`config.mk`:
```
export PLATFORM = sky130hd
export DESIGN_NAME = life_generation_step_core
export DESIGN_NICKNAME = d
export VERILOG_FILES = /design/src/hw/rtl/lgs_pkg.sv /design/src/hw/rtl/lgs_ctrl.sv /design/src/hw/rtl/lgs_datapath.sv /design/src/hw/rtl/life_generation_step_core.sv
export SDC_FILE = /design/constraint.sdc
export NUM_CORES = 1
export LEC_CHECK = 0
export BUFFER_PORTS_ARGS = -buffer_cell sky130_fd_sc_hd__buf_4
export CAP_MARGIN = 20
export CORE_MARGIN = 2
export CORE_UTILIZATION = 68
export DETAILED_ROUTE_END_ITERATION = 12
export PLACE_DENSITY = 0.85
export SLEW_MARGIN = 20
export SYNTH_ARGS = -nofsm -noshare
export SYNTH_HDL_FRONTEND = slang
export SYNTH_SLANG_ARGS = --single-unit
```
`constraint.sdc`:
```
create_clock -name clk -period 19.8 [get_ports clk]
set_input_delay 0.99 -clock clk [delete_from_list [all_inputs] [get_ports clk]]
set_output_delay 0.99 -clock clk [all_outputs]
set_load 0.05 [all_outputs]
```
`src/hw/rtl/lgs_pkg.sv`:
```
// ============================================================================
// lgs_pkg: shared types and constants for the life generation step core
// Operation codes, controller states and the command bundle that the
// controller sends to the datapath.
// ============================================================================
package lgs_pkg;

    // Operation codes on the func port
    typedef enum logic [1:0] {
        FUNC_WRITE = 2'd0,
        FUNC_STEP  = 2'd1,
        FUNC_DUMP  = 2'd2,
        FUNC_NONE  = 2'd3
    } func_t;

    // Controller states
    typedef enum logic {
        ST_IDLE = 1'b0,
        ST_RUN  = 1'b1
    } ctrl_state_t;

    // Lag from issuing a row read to emitting the row that it completes:
    // the registered read, then the window shift, then the arrival of the
    // row below.
    localparam int EMIT_LAG = 3;

    // Per-cycle commands from controller to datapath
    typedef struct packed {
        logic load;    // write the input row into the grid
        logic rd_en;   // read the grid row at rd_addr
        logic shift;   // shift the three-row window
        logic emit;    // register one result row
        logic adv;     // emitted row is the next generation, written back
    } lgs_cmd_t;

endpackage

```
`src/hw/rtl/lgs_ctrl.sv`:
```
// ============================================================================
// lgs_ctrl: operation sequencer
// Decodes each accepted item and walks the grid rows for a step or a dump,
// driving the datapath with read, shift, emit and write-back commands.
// ============================================================================
module lgs_ctrl
    import lgs_pkg::*;
#(
    parameter int ROWS = 20
)
(
    input  logic                     clk,
    input  logic                     rst_n,
    input  logic                     start,
    input  logic [1:0]               func,
    output logic                     busy,
    output lgs_cmd_t                 cmd,
    output logic [$clog2(ROWS)-1:0]  rd_addr,
    output logic [$clog2(ROWS)-1:0]  emit_row
);

    localparam int ADDR_W = $clog2(ROWS);
    localparam int CNT_W  = $clog2(ROWS + EMIT_LAG);
    localparam logic [CNT_W-1:0] CNT_ROWS = CNT_W'(ROWS);
    localparam logic [CNT_W-1:0] CNT_LAG  = CNT_W'(EMIT_LAG);
    localparam logic [CNT_W-1:0] CNT_LAST = CNT_W'(ROWS + EMIT_LAG - 1);

    ctrl_state_t      state_reg, state_next;
    logic [CNT_W-1:0] cnt_reg, cnt_next;
    logic             adv_reg, adv_next;
    logic [CNT_W-1:0] emit_cnt;

    // State, walk counter and operation flag
    always_ff @(posedge clk or negedge rst_n)
    begin
        if (!rst_n)
        begin
            state_reg <= ST_IDLE;
            cnt_reg   <= '0;
            adv_reg   <= 1'b0;
        end
        else
        begin
            state_reg <= state_next;
            cnt_reg   <= cnt_next;
            adv_reg   <= adv_next;
        end
    end

    // Next state and commands
    always_comb
    begin
        state_next = state_reg;
        cnt_next   = cnt_reg;
        adv_next   = adv_reg;
        cmd        = '0;
        case (state_reg)
            ST_IDLE:
            begin
                if (start)
                begin
                    case (func_t'(func))
                        FUNC_WRITE: cmd.load = 1'b1;
                        FUNC_STEP:
                        begin
                            state_next = ST_RUN;
                            cnt_next   = '0;
                            adv_next   = 1'b1;
                        end
                        FUNC_DUMP:
                        begin
                            state_next = ST_RUN;
                            cnt_next   = '0;
                            adv_next   = 1'b0;
                        end
                        default: ;
                    endcase
                end
            end
            ST_RUN:
            begin
                cmd.rd_en = (cnt_reg < CNT_ROWS);
                cmd.shift = 1'b1;
                cmd.emit  = (cnt_reg >= CNT_LAG);
                cmd.adv   = adv_reg;
                if (cnt_reg == CNT_LAST)
                    state_next = ST_IDLE;
                else
                    cnt_next = cnt_reg + CNT_W'(1);
            end
            default: state_next = ST_IDLE;
        endcase
    end

    // Row addresses: read leads emit by the window lag
    assign emit_cnt = cnt_reg - CNT_LAG;
    assign rd_addr  = cnt_reg[ADDR_W-1:0];
    assign emit_row = emit_cnt[ADDR_W-1:0];
    assign busy     = (state_reg == ST_RUN);

    // Checks
    a_emit_in_run: assert property (@(posedge clk) disable iff (!rst_n)
        cmd.emit |-> busy)
        else $error("row emitted outside a walk");

    a_load_idle: assert property (@(posedge clk) disable iff (!rst_n)
        cmd.load |-> (!busy && !cmd.rd_en && !cmd.emit))
        else $error("row write overlaps a walk");

    a_walk_ends: assert property (@(posedge clk) disable iff (!rst_n)
        (busy && cnt_reg == CNT_LAST) |=> !busy)
        else $error("walk did not end after the last row");

    a_walk_starts: assert property (@(posedge clk) disable iff (!rst_n)
        (start && !busy && (func == FUNC_STEP || func == FUNC_DUMP)) |=>
        (busy && cnt_reg == '0))
        else $error("accepted step or dump did not start a walk");

endmodule

```
`src/hw/rtl/lgs_datapath.sv`:
```
// ============================================================================
// lgs_datapath: grid storage and row rule
// Holds the grid in a one-write one-read memory, slides a three-row window
// over it and computes one full row of the next generation per cycle.
// ============================================================================
module lgs_datapath
    import lgs_pkg::*;
#(
    parameter int ROWS = 20,
    parameter int COLS = 40
)
(
    input  logic                     clk,
    input  logic                     rst_n,
    input  lgs_cmd_t                 cmd,
    input  logic [$clog2(ROWS)-1:0]  rd_addr,
    input  logic [$clog2(ROWS)-1:0]  emit_row,
    input  logic [$clog2(ROWS)-1:0]  row_index,
    input  logic [COLS-1:0]          row_cells,
    output logic                     out_valid,
    output logic [$clog2(ROWS)-1:0]  out_row_index,
    output logic [COLS-1:0]          out_row_cells,
    output logic                     last_row
);

    localparam int ADDR_W = $clog2(ROWS);
    localparam logic [ADDR_W:0]   IDX_ROWS = (ADDR_W + 1)'(ROWS);
    localparam logic [ADDR_W-1:0] IDX_LAST = ADDR_W'(ROWS - 1);

    logic [COLS-1:0]   grid_mem [ROWS];
    logic [ROWS-1:0]   valid_reg, valid_next;
    logic [COLS-1:0]   rd_q_reg;
    logic              rd_ok_reg, rd_ok_next;
    logic [COLS-1:0]   rd_row;
    logic [COLS-1:0]   prev_reg, cur_reg, nxt_reg;
    logic [COLS-1:0]   new_row;
    logic              idx_ok;
    logic              wr_en;
    logic [ADDR_W-1:0] wr_addr;
    logic [COLS-1:0]   wr_data;
    logic              out_valid_reg;
    logic [ADDR_W-1:0] out_row_index_reg;
    logic [COLS-1:0]   out_row_cells_reg;
    logic              last_row_reg;

    // Write port: input row load or generation write-back
    assign idx_ok  = ({1'b0, row_index} < IDX_ROWS);
    assign wr_en   = (cmd.load && idx_ok) || (cmd.emit && cmd.adv);
    assign wr_addr = cmd.load ? row_index : emit_row;
    assign wr_data = cmd.load ? row_cells : new_row;

    // Grid memory, registered read
    always_ff @(posedge clk)
    begin
        if (wr_en)
            grid_mem[wr_addr] <= wr_data;
        if (cmd.rd_en)
            rd_q_reg <= grid_mem[rd_addr];
    end

    // Row valid bits: an unwritten row reads as all dead
    always_comb
    begin
        valid_next = valid_reg;
        if (wr_en)
            valid_next[wr_addr] = 1'b1;
    end
    assign rd_ok_next = cmd.rd_en && valid_reg[rd_addr];

    always_ff @(posedge clk or negedge rst_n)
    begin
        if (!rst_n)
        begin
            valid_reg <= '0;
            rd_ok_reg <= 1'b0;
        end
        else
        begin
            valid_reg <= valid_next;
            rd_ok_reg <= rd_ok_next;
        end
    end

    // No read or invalid row shifts in a dead row (also the edge rows)
    assign rd_row = rd_ok_reg ? rd_q_reg : '0;

    // Three-row window of the previous generation
    always_ff @(posedge clk)
    begin
        if (cmd.shift)
        begin
            prev_reg <= cur_reg;
            cur_reg  <= nxt_reg;
            nxt_reg  <= rd_row;
        end
    end

    // B3/S23 rule on every column of the middle row, dead border outside
    always_comb
    begin : life_rule
        logic [COLS+1:0] up_ext;
        logic [COLS+1:0] mid_ext;
        logic [COLS+1:0] dn_ext;
        logic [3:0]      n;
        up_ext  = {1'b0, prev_reg, 1'b0};
        mid_ext = {1'b0, cur_reg, 1'b0};
        dn_ext  = {1'b0, nxt_reg, 1'b0};
        new_row = '0;
        for (int j = 0; j < COLS; j++)
        begin
            n = 4'(up_ext[j]) + 4'(up_ext[j+1]) + 4'(up_ext[j+2])
              + 4'(mid_ext[j]) + 4'(mid_ext[j+2])
              + 4'(dn_ext[j]) + 4'(dn_ext[j+1]) + 4'(dn_ext[j+2]);
            new_row[j] = (n == 4'd3) || (cur_reg[j] && (n == 4'd2));
        end
    end

    // Result strobe
    always_ff @(posedge clk or negedge rst_n)
    begin
        if (!rst_n)
            out_valid_reg <= 1'b0;
        else
            out_valid_reg <= cmd.emit;
    end

    // Result payload
    always_ff @(posedge clk)
    begin
        if (cmd.emit)
        begin
            out_row_index_reg <= emit_row;
            out_row_cells_reg <= cmd.adv ? new_row : cur_reg;
            last_row_reg      <= (emit_row == IDX_LAST);
        end
    end

    assign out_valid     = out_valid_reg;
    assign out_row_index = out_row_index_reg;
    assign out_row_cells = out_row_cells_reg;
    assign last_row      = last_row_reg;

endmodule

```
`src/hw/rtl/life_generation_step_core.sv`:
```
// ============================================================================
// life_generation_step_core: Game of Life (B3/S23) generation engine
// Keeps a ROWS x COLS grid with a dead border; loads rows, advances one
// generation and dumps the grid one row per cycle.
// ============================================================================
// Usage:
//   An item is taken at a clock edge with start high and busy low.
//   func write row: row_cells goes into row row_index in that same edge;
//     an index at or above ROWS is dropped. No result, busy stays low, so
//     a new item can follow in the next cycle.
//   func step / dump: busy rises for the walk. Row 0 shows on the
//     result ports once the row window has filled, then one row per
//     cycle, out_valid high for each, last_row high on row ROWS-1.
//     Step writes each new row back as it is emitted; the next item is
//     taken only after the walk has ended and busy has fallen.
//   The walk is bound by the single read port of the grid memory: one
//   row read per cycle, plus filling the row window; the next item is
//   taken in the idle state after the walk.
//   Code 3 is ignored.
//   Results are strobes: the receiver must take them when shown, there
//   is no back-pressure.
//   Reset: the grid reads as all dead (per-row valid bits), no walk runs.
// ============================================================================
module life_generation_step_core
    import lgs_pkg::*;
#(
    parameter int ROWS = 20,
    parameter int COLS = 40
)
(
    input  logic                     clk,
    input  logic                     rst_n,
    input  logic                     start,
    output logic                     busy,
    input  logic [1:0]               func,
    input  logic [$clog2(ROWS)-1:0]  row_index,
    input  logic [COLS-1:0]          row_cells,
    output logic                     out_valid,
    output logic [$clog2(ROWS)-1:0]  out_row_index,
    output logic [COLS-1:0]          out_row_cells,
    output logic                     last_row
);

    localparam int ADDR_W = $clog2(ROWS);

    lgs_cmd_t          cmd;
    logic [ADDR_W-1:0] rd_addr;
    logic [ADDR_W-1:0] emit_row;

    // Sequencer
    lgs_ctrl #(
        .ROWS (ROWS)
    ) u_ctrl (
        .clk      (clk),
        .rst_n    (rst_n),
        .start    (start),
        .func     (func),
        .busy     (busy),
        .cmd      (cmd),
        .rd_addr  (rd_addr),
        .emit_row (emit_row)
    );

    // Grid storage and rule
    lgs_datapath #(
        .ROWS (ROWS),
        .COLS (COLS)
    ) u_datapath (
        .clk           (clk),
        .rst_n         (rst_n),
        .cmd           (cmd),
        .rd_addr       (rd_addr),
        .emit_row      (emit_row),
        .row_index     (row_index),
        .row_cells     (row_cells),
        .out_valid     (out_valid),
        .out_row_index (out_row_index),
        .out_row_cells (out_row_cells),
        .last_row      (last_row)
    );

endmodule

```
==> out/results.ini <==
[status]
status = finished, final reports clean

[synthesis]
synth_cells = 2710
ys_ff_latch = 1035
ys.flop_type = edfxtp_1
synth-xor-area-share_pct = 0.0939
synth-simple-area-share_pct = 3.03
synth-edff-count = 1006
ys_seq_area_share_pct = 66.3
synthMuxAreaShare_pct = 12.2
syn_area_sq_mm = 0.0466
synth_top_family_by_area = multiplexers
syn-num-nets = 3037
avgSynthCellArea_sq_um = 17.2
synth_compound_area_share_pct = 3.79
yosys_warnings = 0
async_flop_share_pct = 2.80
synth.distinct_cells = 47
synthAdderAreaFrac_pct = 9.94

[sta]
rsz0062_at_grt = false
tightest_slew_ps = 1150
clock.fmax_ghz = 0.208
timing.hold.ws_ps = 259
tns_ps = 0
clock_skew_ps = 19.9
finalHoldViolations = 0
fin_crit_ps = 4820
fin_crit_sh_pct = 24.3
max_slew_margin_pct = 23.3
maxSlewViolCount = 0
finalSetupViolCount = 0

[drt]
ant_nets = 0
first_iter_violations = 4000
drc = 0
routed_wl_um = 119000
vias = 26383
first_pass_iters = 6
vias_per_cell = 6.86
post_drt_wl_per_cell_um = 30.9

[clock_tree]
numCtsBuffers = 100
htree_levels = 3
path_clk_slew_ps = 60
clk_latency_ps = 660
holdBufCountCts = 0
cts_resized = 0
post-cts-setup-buffers = 0
cts_tree = yes
clk_path_buf_depth = 3
cts-root-buf = clkbuf_16
clkSinkCount = 1035

[critical_path]
slowest_stage = and3b_4
r2r-start = u_ctrl.busy$_DFF_PN0_
startpoint_type = flip-flop
worst_path_dominant_cell_family = simple AND/OR/NAND/NOR gates
reg2reg_depth = 7
r2r_slack_ps = 14980
critical_path.max_fanout = 45
crit_path_cell_trace = and3b_4, buf_4, nand2_1, o2bb2ai_2, buf_4, nor4_2, buf_4
critPathCapture = u_datapath.grid_mem[3][25]$_DFFE_PP_
end_kind = flip-flop
crit_start = u_ctrl.busy$_DFF_PN0_
reg2reg_to = u_datapath.grid_mem[3][25]$_DFFE_PP_
critPathKind = flip-flop to flip-flop
worst_path_most_repeated_cell = buf_4
cp.depth = 7
cp.required_ps = 20080
path_buf_inv = 3
cp_data_arrival_time_ps = 5100
critPathMaxStageDelay_ps = 910

[global_routing]
grt_first_pass_wirelength_um = 175000
grt_use_met2_pct = 55.6
grt_use_met1_pct = 46.6
use_met3_pct = 6.89
antenna_found_initial = 2
grt_overflow = 0
grt-busiest-layer = met2
grt_start_max_net_pins = 116
grt_pass1_vias = 27420
grt.total_usage_pct = 34.4

[final_layout]
top_register = u_datapath.grid_mem
largest_reg_flops = 800
nets = 3204
drive_above_1_share_pct = 23.8
layout_common_cells = edfxtp_1 (1,006), inv_1 (417), mux4_2 (203)
areaGrowthSynthToFinish_pct = 12.3
final_common_cell = edfxtp_1

[placed_design]
hpwlAfterDp_um = 61600
gp_congestion = 0.878
port-buffer-count = 97

[die]
die_width_um = 266
core.rowCount = 96
dieArea_sq_mm = 0.0707
pin_count = 98
core-area_sq_mm = 0.0682
initial_utilization_pct = 68.4
fp.dieH_um = 266

[job]
cap_viol_max_count = 0

[worst_hold_path]
hold_path.class = input pin to async pin

==> Yosys cell counts, types with 18 or more instances <==
cell type,number,area [sq um]
mux2_2,82,923
o41ai_1,20,175
mux4_2,203,4570
nand2_1,68,255
and2_1,43,269
buf_2,26,130
o22ai_1,41,257
or2_2,19,119
o31ai_1,39,293
nand3_1,23,115
ha_1,121,1510
edfxtp_1,1006,30200
inv_1,417,1570
mux2i_1,18,180
nor4_1,21,131
nand2b_1,24,150
a21o_1,21,158
a21oi_1,124,621
a211oi_1,18,135
dfrtp_1,29,726
fa_1,156,3120
nor2_1,63,236
clkbuf_1,56,210
==> worst min path at each step <==
stage	startpoint	end	slack, ps	cells after the start
2_1_floorplan	u_datapath.valid_reg[13]$_DFFE_PN0N_	u_datapath.valid_reg[13]$_DFFE_PN0N_	420	2
3_3_place_gp	u_datapath.valid_reg[13]$_DFFE_PN0N_	u_datapath.valid_reg[13]$_DFFE_PN0N_	440	2
3_5_place_dp	u_datapath.nxt_reg[0]$_SDFFCE_PN0P_	u_datapath.cur_reg[0]$_DFFE_PP_	440	0
4_1_cts	rst_n	u_datapath.out_valid$_DFF_PN0_	260	1
5_1_grt	rst_n	u_datapath.out_valid$_DFF_PN0_	290	1
6_report	rst_n	u_datapath.out_valid$_DFF_PN0_	260	1
==> through the flow <==
| step | util [%] | setup WS [ps] | std cells | cell area, sq um |
|---|---|---|---|---|
| CTS | 76.7 | 15010 | 3843 | 52300 |
| floorplan | - | 11170 | 2710 | 46600 |
| global route | 76.8 | 14800 | 3843 | 52400 |
| detailed placement | 71.7 | 14650 | 3657 | 48900 |
| global placement | 71.6 | 14900 | 3655 | 48800 |
| finish | 76.8 | 14980 | 3844 | 52400 |
==> cells by family (layout without fill, tap and decap cells) <==
group,Yosys count,count (layout)
flip-flops,1035,1035
buffers and inverters,528,779
AO/OA/AOI/OAI,282,282
adder cells (fa/ha/maj),277,277
multiplexers,303,303
XOR/XNOR,5,5
other,0,1
AND/OR/NAND/NOR,280,280
==> routing by layer <==
layer  share of wire [%]  vias up
li1                    -    10424
met3                  12      403
met1                  35    13420
met5                   0        -
met2                  49     2136
met4                 4.4        0
==> cell type report <==
type	instances	area, sq um
sequential	1035	31000
tap	882	1100
fill	3291	15900
antenna	1	2.50
clock buffer	115	2600
multi-input combinational	1147	14000
clock inverter	71	835
timing repair buffer	176	1330
inverter	417	1570
Power is not shown: default switching activity piles up to over one toggle a cycle in this logic, so the estimate is an artifact.
